$ cat src/design/tbc_pkg.sv
// ----------------------------------------------------------------------------
// tbc_pkg
// Shared types and constants for the toy block cipher stream block.
// ----------------------------------------------------------------------------
package tbc_pkg;

  localparam int CHAR_W    = 8;
  localparam int KEY_W     = 40;
  localparam int SHIFT_W   = 5;
  localparam int BLK_BYTES = 16;
  localparam int IDX_W     = 4;
  localparam int LIM_W     = 5;
  localparam int SUM_W     = 7;
  localparam int CFG_IDX_W = 1;

  localparam logic [SUM_W-1:0]  ALPHA_LEN = 7'd26;
  localparam logic [CHAR_W-1:0] ASCII_A   = 8'd65;
  localparam logic [CHAR_W-1:0] ASCII_Z   = 8'd90;
  localparam logic [CHAR_W-1:0] ASCII_LA  = 8'd97;
  localparam logic [CHAR_W-1:0] ASCII_LZ  = 8'd122;
  localparam logic [CHAR_W-1:0] PAD_CHAR  = 8'h41;
  localparam logic [CHAR_W-1:0] GF_POLY   = 8'h1B;

  // Configuration register indexes
  localparam logic [CFG_IDX_W-1:0] CFG_KEY_LO = 1'b0;
  localparam logic [CFG_IDX_W-1:0] CFG_KEY_HI = 1'b1;

  // MixColumns coefficient
  typedef enum logic [1:0] {
    COEF1,
    COEF2,
    COEF3
  } coef_t;

  // Control from sequencer to the shared multiply-accumulate unit
  typedef struct packed {
    logic  en;
    logic  first;
    logic  pad;
    coef_t coef;
  } mac_ctl_t;

  typedef enum logic [2:0] {
    ST_IDLE,
    ST_MOD,
    ST_RD,
    ST_ACC,
    ST_OUT
  } state_t;

  // Multiply by x in GF(2^8)
  function automatic logic [CHAR_W-1:0] xtime(input logic [CHAR_W-1:0] x);
    logic [CHAR_W-1:0] r;
    r = {x[CHAR_W-2:0], 1'b0};
    if (x[CHAR_W-1]) begin
      r = r ^ GF_POLY;
    end
    return r;
  endfunction

endpackage

$ cat src/design/tbc_ram.sv
// ----------------------------------------------------------------------------
// tbc_ram
// Generic single write port, single read port RAM with registered read.
// ----------------------------------------------------------------------------
module tbc_ram #(
  parameter int WIDTH = 8,
  parameter int DEPTH = 16
) (
  input  logic                     clk,
  input  logic                     we,
  input  logic [$clog2(DEPTH)-1:0] waddr,
  input  logic [WIDTH-1:0]         wdata,
  input  logic [$clog2(DEPTH)-1:0] raddr,
  output logic [WIDTH-1:0]         rdata
);

  logic [WIDTH-1:0] mem_r [DEPTH];
  logic [WIDTH-1:0] rdata_r;

  // Write port and registered read
  always_ff @(posedge clk) begin
    if (we) begin
      mem_r[waddr] <= wdata;
    end
    rdata_r <= mem_r[raddr];
  end

  assign rdata = rdata_r;

endmodule

$ cat src/design/tbc_mac.sv
// ----------------------------------------------------------------------------
// tbc_mac
// Shared byte unit: parity mark, GF(2^8) scale by 1/2/3, XOR accumulate.
// ----------------------------------------------------------------------------
module tbc_mac (
  input  logic                          clk,
  input  tbc_pkg::mac_ctl_t             ctl,
  input  logic [tbc_pkg::CHAR_W-1:0]    rdata,
  output logic [tbc_pkg::CHAR_W-1:0]    acc
);
  import tbc_pkg::*;

  logic [CHAR_W-1:0] src_byte;
  logic [CHAR_W-1:0] par_byte;
  logic [CHAR_W-1:0] scaled;
  logic [CHAR_W-1:0] acc_r;
  logic [CHAR_W-1:0] acc_nxt;

  // Substitute padding, then set bit 7 on odd popcount
  always_comb begin
    src_byte = ctl.pad ? PAD_CHAR : rdata;
    par_byte = src_byte;
    par_byte[CHAR_W-1] = src_byte[CHAR_W-1] | (^src_byte);
  end

  // Scale by the MixColumns coefficient
  always_comb begin
    case (ctl.coef)
      COEF1:   scaled = par_byte;
      COEF2:   scaled = xtime(par_byte);
      COEF3:   scaled = xtime(par_byte) ^ par_byte;
      default: scaled = par_byte;
    endcase
  end

  // Load on the first term, fold in the rest
  always_comb begin
    acc_nxt = acc_r;
    if (ctl.en) begin
      acc_nxt = ctl.first ? scaled : (acc_r ^ scaled);
    end
  end

  always_ff @(posedge clk) begin
    acc_r <= acc_nxt;
  end

  assign acc = acc_r;

endmodule

$ cat src/design/toy_block_cipher_stream_top.sv
// ----------------------------------------------------------------------------
// toy_block_cipher_stream_top
// Vigenere letter shift into a 16-byte block buffer, then row rotation,
// parity marking and MixColumns, streamed out one byte per transaction.
// ----------------------------------------------------------------------------
// Non-letter: taken in ST_IDLE. Letter: taken, then one mod-26
//   compare-subtract step per cycle in ST_MOD while the sum is 26 or more,
//   then written. Block emission per output byte: 4 RAM reads, each read
//   then accumulated in the shared MAC, plus an output load that waits
//   while the sink stalls. No input is taken during emission.
// Reset (rst_n low, synchronous): buffer empty, keys zero, output idle.
module toy_block_cipher_stream_top (
  input  logic                             clk,
  input  logic                             rst_n,
  // in_tdata: [7:0] char_in
  input  logic                             in_tvalid,
  output logic                             in_tready,
  input  logic [tbc_pkg::CHAR_W-1:0]       in_tdata,
  input  logic                             in_tlast,   // end_of_message
  // out_tdata: [7:0] cipher_byte
  output logic                             out_tvalid,
  input  logic                             out_tready,
  output logic [tbc_pkg::CHAR_W-1:0]       out_tdata,
  output logic                             out_tlast,  // block_last
  output logic                             out_tuser,  // message_last
  input  logic                             cfg_valid,
  output logic                             cfg_ready,
  input  logic [tbc_pkg::CFG_IDX_W-1:0]    cfg_index,
  input  logic [tbc_pkg::KEY_W-1:0]        cfg_data
);
  import tbc_pkg::*;

  state_t             state_r,   state_nxt;
  logic [IDX_W-1:0]   fill_r,    fill_nxt;
  logic [SUM_W-1:0]   sum_r,     sum_nxt;
  logic               eom_r,     eom_nxt;
  logic [LIM_W-1:0]   limit_r,   limit_nxt;
  logic [IDX_W-1:0]   byte_r,    byte_nxt;
  logic [1:0]         term_r,    term_nxt;
  logic               mlast_r,   mlast_nxt;
  logic               ovld_r,    ovld_nxt;
  logic [CHAR_W-1:0]  odata_r,   odata_nxt;
  logic               oblast_r,  oblast_nxt;
  logic               omlast_r,  omlast_nxt;
  logic [KEY_W-1:0]   key_lo_r;
  logic [KEY_W-1:0]   key_hi_r;

  logic [2*KEY_W-1:0] key_all;
  logic [SHIFT_W-1:0] shift;
  logic [CHAR_W-1:0]  char_off;
  logic               is_letter;
  logic               in_acc;
  logic               out_load;
  logic [IDX_W-1:0]   raddr;
  logic [1:0]         coef_sel;
  logic               ram_we;
  logic [CHAR_W-1:0]  ram_wdata;
  logic [CHAR_W-1:0]  ram_rdata;
  logic [CHAR_W-1:0]  mac_acc;
  mac_ctl_t           mac_ctl;

  // Configuration registers
  assign cfg_ready = 1'b1;

  always_ff @(posedge clk) begin
    if (!rst_n) begin
      key_lo_r <= '0;
      key_hi_r <= '0;
    end else if (cfg_valid && cfg_ready) begin
      case (cfg_index)
        CFG_KEY_LO: key_lo_r <= cfg_data;
        CFG_KEY_HI: key_hi_r <= cfg_data;
        default:    ;
      endcase
    end
  end

  // Key shift for the current buffer position
  assign key_all   = {key_hi_r, key_lo_r};
  assign shift     = key_all[SHIFT_W*fill_r +: SHIFT_W];
  assign char_off  = in_tdata - ASCII_A;
  assign is_letter = ((in_tdata >= ASCII_A) && (in_tdata <= ASCII_Z)) ||
                     ((in_tdata >= ASCII_LA) && (in_tdata <= ASCII_LZ));

  assign in_tready = (state_r == ST_IDLE);
  assign in_acc    = in_tvalid && in_tready;

  // Read address: row term_r, column rotated by the row index
  assign raddr    = {term_r, byte_r[1:0] + term_r};
  assign coef_sel = term_r - byte_r[3:2];

  assign ram_wdata = CHAR_W'(sum_r) + ASCII_A;
  assign out_load  = (state_r == ST_OUT) && (!ovld_r || out_tready);

  // Sequencer
  always_comb begin
    state_nxt  = state_r;
    fill_nxt   = fill_r;
    sum_nxt    = sum_r;
    eom_nxt    = eom_r;
    limit_nxt  = limit_r;
    byte_nxt   = byte_r;
    term_nxt   = term_r;
    mlast_nxt  = mlast_r;
    ram_we     = 1'b0;
    mac_ctl.en    = 1'b0;
    mac_ctl.first = (term_r == 2'd0);
    mac_ctl.pad   = ({1'b0, raddr} >= limit_r);
    case (coef_sel)
      2'd0:    mac_ctl.coef = COEF2;
      2'd1:    mac_ctl.coef = COEF3;
      default: mac_ctl.coef = COEF1;
    endcase

    case (state_r)
      ST_IDLE: begin
        if (in_acc) begin
          if (is_letter) begin
            sum_nxt   = SUM_W'(char_off[5:0]) + SUM_W'(shift);
            eom_nxt   = in_tlast;
            state_nxt = ST_MOD;
          end else if (in_tlast && (fill_r != '0)) begin
            limit_nxt = LIM_W'(fill_r);
            mlast_nxt = 1'b1;
            fill_nxt  = '0;
            byte_nxt  = '0;
            term_nxt  = '0;
            state_nxt = ST_RD;
          end
        end
      end
      ST_MOD: begin
        if (sum_r >= ALPHA_LEN) begin
          sum_nxt = sum_r - ALPHA_LEN;
        end else begin
          ram_we   = 1'b1;
          byte_nxt = '0;
          term_nxt = '0;
          if (fill_r == IDX_W'(BLK_BYTES - 1)) begin
            fill_nxt  = '0;
            limit_nxt = LIM_W'(BLK_BYTES);
            mlast_nxt = eom_r;
            state_nxt = ST_RD;
          end else if (eom_r) begin
            fill_nxt  = '0;
            limit_nxt = LIM_W'(fill_r) + LIM_W'(1);
            mlast_nxt = 1'b1;
            state_nxt = ST_RD;
          end else begin
            fill_nxt  = fill_r + IDX_W'(1);
            state_nxt = ST_IDLE;
          end
        end
      end
      ST_RD: begin
        state_nxt = ST_ACC;
      end
      ST_ACC: begin
        mac_ctl.en = 1'b1;
        term_nxt   = term_r + 2'd1;
        state_nxt  = (term_r == 2'd3) ? ST_OUT : ST_RD;
      end
      ST_OUT: begin
        if (out_load) begin
          if (byte_r == IDX_W'(BLK_BYTES - 1)) begin
            state_nxt = ST_IDLE;
          end else begin
            byte_nxt  = byte_r + IDX_W'(1);
            state_nxt = ST_RD;
          end
        end
      end
      default: state_nxt = ST_IDLE;
    endcase
  end

  // Output register: hold until taken
  always_comb begin
    ovld_nxt   = ovld_r;
    odata_nxt  = odata_r;
    oblast_nxt = oblast_r;
    omlast_nxt = omlast_r;
    if (out_tready) begin
      ovld_nxt = 1'b0;
    end
    if (out_load) begin
      ovld_nxt   = 1'b1;
      odata_nxt  = mac_acc;
      oblast_nxt = (byte_r == IDX_W'(BLK_BYTES - 1));
      omlast_nxt = mlast_r && (byte_r == IDX_W'(BLK_BYTES - 1));
    end
  end

  always_ff @(posedge clk) begin
    if (!rst_n) begin
      state_r <= ST_IDLE;
      fill_r  <= '0;
      ovld_r  <= 1'b0;
    end else begin
      state_r <= state_nxt;
      fill_r  <= fill_nxt;
      ovld_r  <= ovld_nxt;
    end
  end

  always_ff @(posedge clk) begin
    sum_r    <= sum_nxt;
    eom_r    <= eom_nxt;
    limit_r  <= limit_nxt;
    byte_r   <= byte_nxt;
    term_r   <= term_nxt;
    mlast_r  <= mlast_nxt;
    odata_r  <= odata_nxt;
    oblast_r <= oblast_nxt;
    omlast_r <= omlast_nxt;
  end

  assign out_tvalid = ovld_r;
  assign out_tdata  = odata_r;
  assign out_tlast  = oblast_r;
  assign out_tuser  = omlast_r;

  // Block buffer
  tbc_ram #(
    .WIDTH (CHAR_W),
    .DEPTH (BLK_BYTES)
  ) u_store (
    .clk   (clk),
    .we    (ram_we),
    .waddr (fill_r),
    .wdata (ram_wdata),
    .raddr (raddr),
    .rdata (ram_rdata)
  );

  // Shared parity / MixColumns unit
  tbc_mac u_mac (
    .clk   (clk),
    .ctl   (mac_ctl),
    .rdata (ram_rdata),
    .acc   (mac_acc)
  );

endmodule

$ cat config.mk
export PLATFORM = sky130hd
export DESIGN_NAME = toy_block_cipher_stream_top
export DESIGN_NICKNAME = d
export VERILOG_FILES = /design/src/design/tbc_pkg.sv /design/src/design/tbc_ram.sv /design/src/design/tbc_mac.sv /design/src/design/toy_block_cipher_stream_top.sv
export SDC_FILE = /design/constraint.sdc
export NUM_CORES = 1
export LEC_CHECK = 0
export ABC_AREA = 1
export BUFFER_PORTS_ARGS = -buffer_cell sky130_fd_sc_hd__buf_2
export CORE_MARGIN = 1
export CORE_UTILIZATION = 50
export CTS_CLUSTER_DIAMETER = 150
export DETAILED_ROUTE_END_ITERATION = 7
export PLACE_DENSITY = 0.67
export SLEW_MARGIN = 10
export SYNTH_ARGS = -nofsm -noshare
export SYNTH_HDL_FRONTEND = slang
export SYNTH_SLANG_ARGS = --single-unit
$ cat constraint.sdc
create_clock -name clk -period 4.5 [get_ports clk]
set_clock_uncertainty 0.05 [all_clocks]
set_input_delay 0.9 -clock clk [delete_from_list [all_inputs] [get_ports clk]]
set_output_delay 0.9 -clock clk [all_outputs]
set_load 0.01 [all_outputs]
After elaboration in Yosys (flattened, before gate mapping)

Memories as Yosys holds them, arrays and structs flattened. A register that Yosys moved wholly into a read port is not among the register bits.
Index checks and enable logic that the tools add are counted.

Bits in registers: 126
RAM bits: 128
Input port bits: 55
Output and inout port bits: 13
Word-level logic and storage cells: 143
Memories kept: 1

Memory list:

| memory        | depth | width | read ports | clocked after memory_dff | write ports | line          | RTL |
|---|---|---|---|---|---|---|---|
| u_store.mem_r | 16    | 8     | 1          | 1                        | 1           | tbc_ram.sv:17 | `logic [WIDTH-1:0] mem_r [DEPTH];` |

$add $sub $neg: 10
Multipliers: 1
Order comparisons: 6
Eq/ne operators: 20
Shift operators: 1
Muxes and demuxes: 57
Bitwise gates (word level): 5
Reductions and logical operators: 27

Operators with widths:

| operator            | number |
|---|---|
| $shiftx 80x8->5     | 1 |
| $mux 4              | 9 |
| $mux 5              | 7 |
| $mux 8              | 3 |
| $mux 7              | 3 |
| $mux 3              | 6 |
| $ge 8x7->1 const B  | 2 |
| $le 8x7->1 const B  | 2 |
| $pmux 8 s2          | 1 |
| $xor 8x8->8         | 2 |
| $pmux 3 s5          | 1 |
| $mux 2              | 7 |
| $pmux 7 s2          | 1 |
| $mux 1              | 13 |
| $pmux 4 s3          | 1 |
| $ne 2x2->1 const B  | 5 |
| $pmux 5 s2          | 1 |
| $reduce_and 5->1    | 2 |
| $add 4x1->4 const B | 2 |
| $add 7x7->8 const B | 1 |
| $eq 4x4->1 const B  | 2 |
| $pmux 4 s2          | 1 |
| $reduce_and 4->1    | 2 |
| $reduce_xor 8->1    | 1 |
| other kinds (36)    | 51 |

Longest topological paths before layout

Gate-level depths: netlist (run 1).

Depth after elaboration: 11
Mapped depth: 24
Mapped depth without buffers: 23

Hierarchy

Synthesis (run 1) repeated with hierarchy kept, for this count alone.

Cells, all modules: 1515
Area total of the unflattened synthesis: 12778.5 µm²

Modules (own cells, without submodules):

| module                      | times used | cells an instance | area each (µm²) | seq. area each (µm²) |
|---|---|---|---|---|
| toy_block_cipher_stream_top | 1          | 800               | 5987.0          | 2662.6 |
| tbc_ram                     | 1          | 551               | 5766.8          | 4003.8 |
| tbc_mac                     | 1          | 164               | 1024.7          | 240.2 |

Worst setup path after synthesis (run 1)

No wires, ideal clock.

Path type: flip-flop to flip-flop
Start point: register term_r[0]
End point: register u_mac.acc_r[1] (netlist: u_mac.acc[1]), data pin
Setup time: 0.253 ns
Data arrival time: 2.892 ns
Data required time: 4.197 ns
Path slack: 1.305 ns
Stages on the path, launching flop included: 22
Path buffers: 3
Period minus slack after synthesis: 3.195 ns
Cell sequence: edfxtp_1 ha_1 inv_1 clkbuf_1 clkbuf_1 ha_1 inv_1 nand2_1 nand2_1 nor2_2 nor2_4 buf_6 nand3_1 nand2_2 nand2_1 nand2_2 nand3_2 nand3_4 xor2_2 nand2_1 nand2_1 nand2_1

Longest elaborated chain between the ends: 11
Elaborated cells on any way between the ends: 19
Classes of those cells: add/sub (2); order compare (1); eq/ne (3); mux (6); bitwise (4); reduce/logical (3)

Ends and longest elaborated chain:

| item                   | line                               | RTL |
|---|---|---|
| start, declared        | toy_block_cipher_stream_top.sv:39  | `logic [1:0] term_r, term_nxt;` |
| start signal, assigned | toy_block_cipher_stream_top.sv:211 | `term_r <= term_nxt;` |
| $add 2x2->2            | toy_block_cipher_stream_top.sv:89  | `assign raddr = {term_r, byte_r[1:0] + term_r};` |
| $ge 4x5->1             | toy_block_cipher_stream_top.sv:108 | `mac_ctl.pad = ({1'b0, raddr} >= limit_r);` |
| $mux 8                 | tbc_mac.sv:21                      | `src_byte = ctl.pad ? PAD_CHAR : rdata;` |
| $reduce_xor 8->1       | tbc_mac.sv:23                      | `par_byte[CHAR_W-1] = src_byte[CHAR_W-1] \| (^src_byte);` |
| $or 1x1->1             | tbc_mac.sv:23                      |  |
| $mux 5                 | tbc_pkg.sv:55                      | `if (x[CHAR_W-1]) begin` |
| $mux 8                 | tbc_mac.sv:28                      | `case (ctl.coef)` |
| $xor 8x8->8            | tbc_mac.sv:31                      | `COEF3: scaled = xtime(par_byte) ^ par_byte;` |
| $pmux 8 s2             | tbc_mac.sv:28                      |  |
| $xor 8x8->8            | tbc_mac.sv:40                      | `acc_nxt = ctl.first ? scaled : (acc_r ^ scaled);` |
| $mux 8 (*)             | tbc_mac.sv:40                      |  |
| end signal, assigned   | tbc_mac.sv:45                      | `acc_r <= acc_nxt;` |
| end, declared          | tbc_mac.sv:16                      | `logic [CHAR_W-1:0] acc_r;` |

Mark *: on every way between the ends. The rest lies on a longest branch, timed or not. The select of a mux whose other input is x is not followed.
A chain may end at the register's enable or synchronous reset.

Final worst setup path (run 1)

Start point: register byte_r[0]
End point: register u_mac.acc_r[3] (netlist: u_mac.acc[3]), data pin

Longest elaborated chain between the ends: 11
Elaborated cells on any way between the ends: 12
Classes of those cells: add/sub (1); order compare (1); mux (5); bitwise (4); reduce/logical (1)

Ends and longest elaborated chain:

| item                   | line                               | RTL |
|---|---|---|
| start, declared        | toy_block_cipher_stream_top.sv:38  | `logic [IDX_W-1:0] byte_r, byte_nxt;` |
| start signal, assigned | toy_block_cipher_stream_top.sv:210 | `byte_r <= byte_nxt;` |
| $add 2x2->2 (*)        | toy_block_cipher_stream_top.sv:89  |  |
| $ge 4x5->1 (*)         | toy_block_cipher_stream_top.sv:108 |  |
| $mux 8 (*)             | tbc_mac.sv:21                      |  |
| $reduce_xor 8->1       | tbc_mac.sv:23                      |  |
| $or 1x1->1             | tbc_mac.sv:23                      |  |
| $mux 5                 | tbc_pkg.sv:55                      |  |
| $mux 8                 | tbc_mac.sv:28                      |  |
| $xor 8x8->8            | tbc_mac.sv:31                      |  |
| $pmux 8 s2 (*)         | tbc_mac.sv:28                      |  |
| $xor 8x8->8            | tbc_mac.sv:40                      |  |
| $mux 8 (*)             | tbc_mac.sv:40                      |  |

Marked as above.

==> results by group, run 1 <==
Outcome
  – Status: completed

Detailed routing
  – Starting DRT DRC Count: 662
  – Routed WL: 28700 um
  – Routed vias: 9290
  – Final ANT Viol Nets: 0
  – DR WL/cell: 16.6 um
  – First-pass DRT Iterations: 7
  – Ratio of routed vias to standard cells: 5.36
  – DRC viols: 0

Clock tree
  – Setup bufs post-CTS: 0
  – Bufs on Longest Clock Path: 3
  – CTS Buf Count: 28
  – Clock Latency Late Sink: 0.54 ns
  – CTS sink count: 262
  – Clk pin slew, worst setup/hold paths: 0.06 ns
  – Htree depth: 1
  – CTS tree: yes
  – Clock Tree Root: clkbuf_16
  – Hold_buf cts: 0
  – Post_cts resized: 0

Yosys
  – Synth Instances: 1337
  – Top area cells in the synthesized netlist: edfxtp_1, dfxtp_1, nor2_1
  – Flops & latches, synth: 262
  – EDFF count, synth: 166
  – Yosys cell types: 42
  – Synth Cell Area: 12000 sq um
  – Cell taking the most area after synthesis: edfxtp_1
  – Most frequent cells after synthesis: nor2_1, nand2_1, edfxtp_1
  – Post-Syn Nets: 1418
  – Syn Area/Cell: 8.94 sq um
  – Share of the synthesized area in the top cell type: 0.417
  – Warnings, synthesis: 0
  – Asr flop ratio synth: 0
  – Most common cell in the netlist: nor2_1
  – Part of the Yosys area used for sequential elements: 0.578
  – Most used flip-flop cell after synthesis: edfxtp_1

Cells and area
  – N_diodes: 0
  – Area growth from synthesis to layout: 13.9%
  – Share of layout cells above drive strength 1: 0.114
  – Layout Utilization: 0.580
  – Nets: 1473

Power and ir drop
  – VDD IR max: 321 uV
  – Static Leak: 0.00558 uW
  – Power Density: 636 nW/um^2

Worst setup path
  – Startpoint types: register
  – Type of destination of the critical path: register
  – Crit Path Class: reg2reg
  – WP data required: 4.75 ns
  – CP Max Fanout: 15
  – Critical Path Source: byte_r[0]
  – Reg2reg start: byte_r[0]
  – Crit path DAT: 3.42 ns

STA
  – Setup violations, final: 0
  – Setup repair after global routing missed its margin: no
  – Max Freq: 0.316 GHz
  – Final hold slack: 0.402 ns
  – Final Critical Period: 3.17 ns
  – Max-slew headroom: 0.334
  – Count of final max-slew check failures: 0
  – Final period utilization: 0.704
  – Setup TNS: 0 ns
  – Least-Margin Pin Slew: 0.995 ns
  – Final Hold Vio Count: 0
  – Final WS setup: 1.33 ns

GRT
  – Vias in the first global route: 8821
  – First-pass GRT wire length: 45900 um
  – Largest net degree at the start of global routing: 65
  – Global route total overflow: 0
  – GRT Util Overall: 0.240
  – Initial antenna violation count: 0

Floorplanning
  – Initial core utilization: 0.509
  – Die height: 157 um
  – Die span in x: 157 um
  – Die ar.: 24500 sq um
  – CORE AREA: 23500 sq um
  – Num ports: 68
  – Core Rows: 56

Job
  – MaxCap Viol Count: 0

Placed design
  – Setup slack at placement: 1.34 ns
  – Detailed Place HPWL: 18700 um
  – Port Buffers: 66
  – Routability cong.: 0.844

Worst hold path
  – Worst Hold Class: reg2reg
  – Hold Path Origin: u_mac.acc[2]
## registers in the layout, indices dropped and copies added, names as in the netlist
name	count
u_store.mem_r	128
key_hi_r	40
key_lo_r	40
out_tdata	8
u_mac.acc	8
u_store.rdata	8
sum_r	7
limit_r	5
byte_r	4
fill_r	4
state_r	3
term_r	2
eom_r	1
mlast_r	1
out_tlast	1
out_tuser	1
out_tvalid	1
## report_power, final
| part | total (uW) | internal, uW | leakage (uW) | switching [uW] |
|---|---|---|---|---|
| Clock | 2480 | 1550 | 0.000491 | 930 |
| Combinational | 3130 | 997 | 0.00280 | 2130 |
| Sequential | 3050 | 2930 | 0.00229 | 119 |
| Total | 8650 | 5470 | 0.00558 | 3180 |
## layout by cell type (no fill, tap or decap), drive strengths merged
cell and count:
nor2 263, nand2 257, edfxtp 166, o21ai 139
nand3 113, dfxtp 96, inv 89, buf 89
clkbuf 35, ha 25, o22ai 22, xor2 22
a21oi 19, a31oi 16, clkinv 12, nor3 11
nand4 10, bufinv 6, xnor2 4, a32oi 4
or2 2, o211ai 2, nand3b 2, o31ai 2
o21a 1, a221oi 1, o2111ai 1, and3 1
nor3b 1, fa 1, conb 1, clkinvlp 1
## kinds of logic (layout without fill, tap and decap cells)
group | Yosys count | in the layout | share of synthesized area
adder cells (fa/ha/maj) | 26 | 26 | 0.0278
AND/OR/NAND/NOR | 660 | 660 | 0.231
AO/OA/AOI/OAI | 207 | 207 | 0.0936
buffers and inverters | 155 | 232 | 0.0498
XOR/XNOR | 26 | 26 | 0.0197
flip-flops | 262 | 262 | 0.578
other | 1 | 1 | 0.000314
## per-stage QoR
| step | instance area (sq um) | std cells | power [uW] |
|---|---|---|---|
| after global routing | 13600 | 1733 | 9180 |
| after global placement | 12600 | 1681 | 6130 |
| final | 13600 | 1733 | 8650 |
| after detailed placement | 12600 | 1681 | 6210 |
| after floorplan | 12000 | 1337 | 5340 |
| after CTS | 13600 | 1733 | 8690 |
## cell type report
cell class,count,area [sq um]
clock inverters,17,233
repair buffers,89,503
inverters,91,342
clock buffers,35,768
flip-flops and latches,262,6910
well taps,319,399
fillers,2048,9860
multi-input cells,920,4460
## worst max-delay path: stages (launching register included)
cell,delay (ns)
edfxtp_1,0.44
ha_2,0.22
or2_2,0.29
nand2_1,0.08
inv_1,0.06
ha_1,0.29
nand3_1,0.11
nor2_2,0.07
nor2_4,0.28
nand3_1,0.14
nand2_2,0.13
inv_2,0.05
nand2_2,0.09
nand2_2,0.07
nand2_2,0.07
nand3_4,0.11
nand2_2,0.08
nand3_1,0.08
nand2_1,0.08
nand2_1,0.05
nand2_1,0.06
inv_1,0.03
## routing by layer
layer  routed length, um  up-vias  global-route usage
met4                 930        0              0.0934
met2               14000      276               0.407
met1               12400     4339               0.314
met5                   0        -                   0
li1                    -     4610                   -
met3                1460       65              0.0302
## worst paths after layout
check | end | slack (ns) | depth (start not counted)
min | out_tdata[2] | 0.40 | 0
max | u_mac.acc[3] | 1.33 | 21
min reg2reg | out_tdata[2] | 0.40 | 0
max reg2reg | u_mac.acc[3] | 1.33 | 21
Note: power is estimated with default switching activity, not from simulation.
==> run 2: changes to the inputs <==
clock period = 3.2 ns   (was 4.5 ns; I/O delays follow)
==> run 2 against run 1 <==
  * Clock power up 38%
  * Final cell count up 1.4%
  * Via count up 0.66%
  * Register-to-register slack worse by 1.1 ns
  * Die area unchanged
  * First-iteration DRC count up 12%
  * Non-clock buffer count up 27
  * Clock-buffer cell count down 5
  * Core utilization up 1.0 points
  * Global-route usage down 0.69 points
  * Maximum frequency up 5.3%
  * Largest cell class unchanged
==> results by group, run 2 (same netlist as run 1, synthesis figures left out) <==
Outcome
  – Status: completed (unchanged)

STA
  – Setup TNS: 0 ns (unchanged)
  – Final Hold Vio Count: 0 (unchanged)
  – Final WS setup: 0.193 ns (was 1.33 ns)
  – Max-slew headroom: 0.398 (was 0.334)
  – Max Freq: 0.333 GHz (was 0.316 GHz)
  – Final period utilization: 0.940 (was 0.704)
  – Count of final max-slew check failures: 0 (unchanged)
  – Setup violations, final: 0 (unchanged)
  – Final Critical Period: 3.01 ns (was 3.17 ns)
  – Least-Margin Pin Slew: 0.902 ns (was 0.995 ns)

Power and ir drop
  – Power Density: 890 nW/um^2 (was 636 nW/um^2)
  – Switching Share: 0.369 (was 0.367)
  – Share of power burned in registers: 0.348 (was 0.352)
  – Logic pwr share: 0.374 (was 0.361)
  – Internal: 7780 uW (was 5470 uW)
  – VDD IR max: 419 uV (was 321 uV)
  – Clock Power Share: 0.278 (was 0.286)
  – Design Power: 12300 uW (was 8650 uW)
  – Static Leak: 0.00571 uW (was 0.00558 uW)
  – P_sw: 4540 uW (was 3180 uW)

Clock tree
  – CTS sink count: 262 (unchanged)
  – Clock Latency Late Sink: 0.53 ns (was 0.54 ns)
  – Clock Tree Root: clkbuf_16 (unchanged)
  – Clk pin slew, worst setup/hold paths: 0.07 ns (was 0.06 ns)
  – Htree depth: 1 (unchanged)
  – Bufs on Longest Clock Path: 3 (unchanged)
  – CTS Buf Count: 27 (was 28)
  – Hold_buf cts: 0 (unchanged)
  – CTS tree: yes (unchanged)

GRT
  – Initial antenna violation count: 0 (unchanged)
  – GRT Util Overall: 0.233 (was 0.240)
  – First-pass GRT wire length: 44800 um (was 45900 um)
  – Global route total overflow: 0 (unchanged)
  – Largest net degree at the start of global routing: 65 (unchanged)
  – Vias in the first global route: 8700 (was 8821)

Floorplanning
  – Die height: 157 um (unchanged)
  – Die span in x: 157 um (unchanged)
  – Core Rows: 56 (unchanged)
  – Initial core utilization: 0.509 (unchanged)
  – CORE AREA: 23500 sq um (unchanged)
  – Die ar.: 24500 sq um (unchanged)
  – Num ports: 68 (unchanged)

Cells and area
  – Commonest non-fill, non-tap cells in the layout: nor2_1, nand2_1, edfxtp_1 (unchanged)
  – Nets: 1500 (was 1473)
  – Area growth from synthesis to layout: 15.9% (was 13.9%)
  – N_diodes: 0 (unchanged)
  – Layout Utilization: 0.590 (was 0.580)
  – Seq. cell area: 6910 sq um (unchanged)
  – Max reg flops: 128 (unchanged)
  – Most common cell after layout, fill and taps aside: nor2_1 (unchanged)
  – Share of layout cells above drive strength 1: 0.138 (was 0.114)
  – Non-Filler Instances: 1758 (was 1733)
  – Layout fillers: 2041 (was 2048)
  – Largest Register: u_store.mem_r (unchanged)
  – Largest registers: u_store.mem_r: 128 flops, key_hi_r: 40 flops, key_lo_r: 40 flops (unchanged)
  – Area of the multi-input gates: 4510 sq um (was 4460 sq um)

Worst hold path
  – Hold Crit Depth: 1 (was 0)
  – Worst Hold Class: in2reg (was reg2reg)
  – Hold path endpoint: eom_r (was out_tdata[2])
  – Hold Path Origin: in_tlast (was u_mac.acc[2])

Worst setup path
  – Reg2Reg Depth: 23 (was 21)
  – Crit path DAT: 3.24 ns (was 3.42 ns)
  – Type of destination of the critical path: register (unchanged)
  – Crit Path Class: reg2reg (unchanged)
  – CP Max Fanout: 7 (was 15)
  – Startpoint types: register (unchanged)
  – Reg2reg start: byte_r[0] (unchanged)
  – WP data required: 3.44 ns (was 4.75 ns)
  – Worst R2R Setup Slack: 0.19 ns (was 1.33 ns)
  – RR Endpoint: u_mac.acc[3] (unchanged)

Placed design
  – Setup slack at placement: 0.0789 ns (was 1.34 ns)
  – Placed insts: 1700 (was 1681)
  – Routability cong.: 0.870 (was 0.844)
  – Detailed Place HPWL: 18200 um (was 18700 um)
  – Port Buffers: 66 (unchanged)

Detailed routing
  – Routed vias: 9351 (was 9290)
  – DRC viols: 0 (unchanged)
  – Ratio of routed vias to standard cells: 5.32 (was 5.36)
  – Final ANT Viol Nets: 0 (unchanged)
  – First-pass DRT Iterations: 5 (was 7)
  – Starting DRT DRC Count: 743 (was 662)
  – DR WL/cell: 16.1 um (was 16.6 um)
  – Routed WL: 28300 um (was 28700 um)

Job
  – MaxCap Viol Count: 0 (unchanged)
==> run 2: cell count changes in the layout (fill, tap and decap cells not counted), sizes merged <==
| cell | previous run | this run |
|---|---|---|
| buf | 89 | 116 |
| clkinv | 12 | 10 |
| nor2 | 263 | 264 |
| bufinv | 6 | 7 |
| clkinvlp | 1 | 4 |
| clkbuf | 35 | 30 |
==> run 2: what timing repair did <==
action	in CTS	in global routing
hold endpoints to repair	0	0
setup buffers	0	8
gates resized for setup	0	9
endpoints found under the setup margin	0	5
==> run 2: how the worst max path moves through the flow <==
stage	from	to	slack, ns
detailed placement	byte_r[0]	u_mac.acc[1]	0.08
floorplan	term_r[0]	u_mac.acc[1]	0.005
CTS	byte_r[0]	u_mac.acc[1]	0.06
finish	byte_r[0]	u_mac.acc[3]	0.19
global route	byte_r[0]	u_mac.acc[4]	-0.02
global placement	byte_r[0]	u_mac.acc[3]	0.19
==> run 2: power by group through the flow <==
stage	sequential, uW	combinational (uW)	clock, uW
floorplan	4320	3190	0
global placement	4350	4360	0
detailed placement	4360	4430	0
CTS	4280	4460	3460
global route	4320	5170	3600
finish	4290	4610	3420
==> run 2: metrics by stage <==
step           area [sq um]  hold WS (ns)
2_1_floorplan         12000         0.377
3_3_place_gp          12800         0.385
3_5_place_dp          12800         0.388
4_1_cts               13700         0.248
5_1_grt               13900         0.254
6_report              13900         0.265
==> run 2: critical path: stages, from the launching register on <==
cell and delay [ns]:
edfxtp_1 0.44, ha_2 0.21, or2_2 0.28, nand2_1 0.09, inv_2 0.06, ha_4 0.15, nand2_1 0.05, nand2_1 0.06
nand2_2 0.10, nand2_4 0.08, nor2_4 0.23, nand3_2 0.10, nand2_2 0.12, inv_2 0.05, nand2_2 0.08, nand2_2 0.07
nand2_2 0.07, nand3_4 0.11, nand2_2 0.07, nand3_1 0.08, nand2_1 0.07, nand2_1 0.04, nand2_1 0.06, inv_1 0.04
==> run 2: area by class of cell <==
class                   instances  share of cell area
clock buffers                  30              0.0503
clock inverters                19              0.0200
flip-flops and latches        262               0.499
well taps                     319              0.0288
repair buffers                116              0.0521
inverters                      91              0.0247
multi-input cells             921               0.326
==> run 2: metal layers <==
layer	global-route usage	vias to the layer above	part of all wire
met2	0.398	290	0.48
met4	0.0798	0	0.030
met5	0	-	0
met3	0.0263	56	0.059
li1	-	4666	-
met1	0.308	4339	0.43
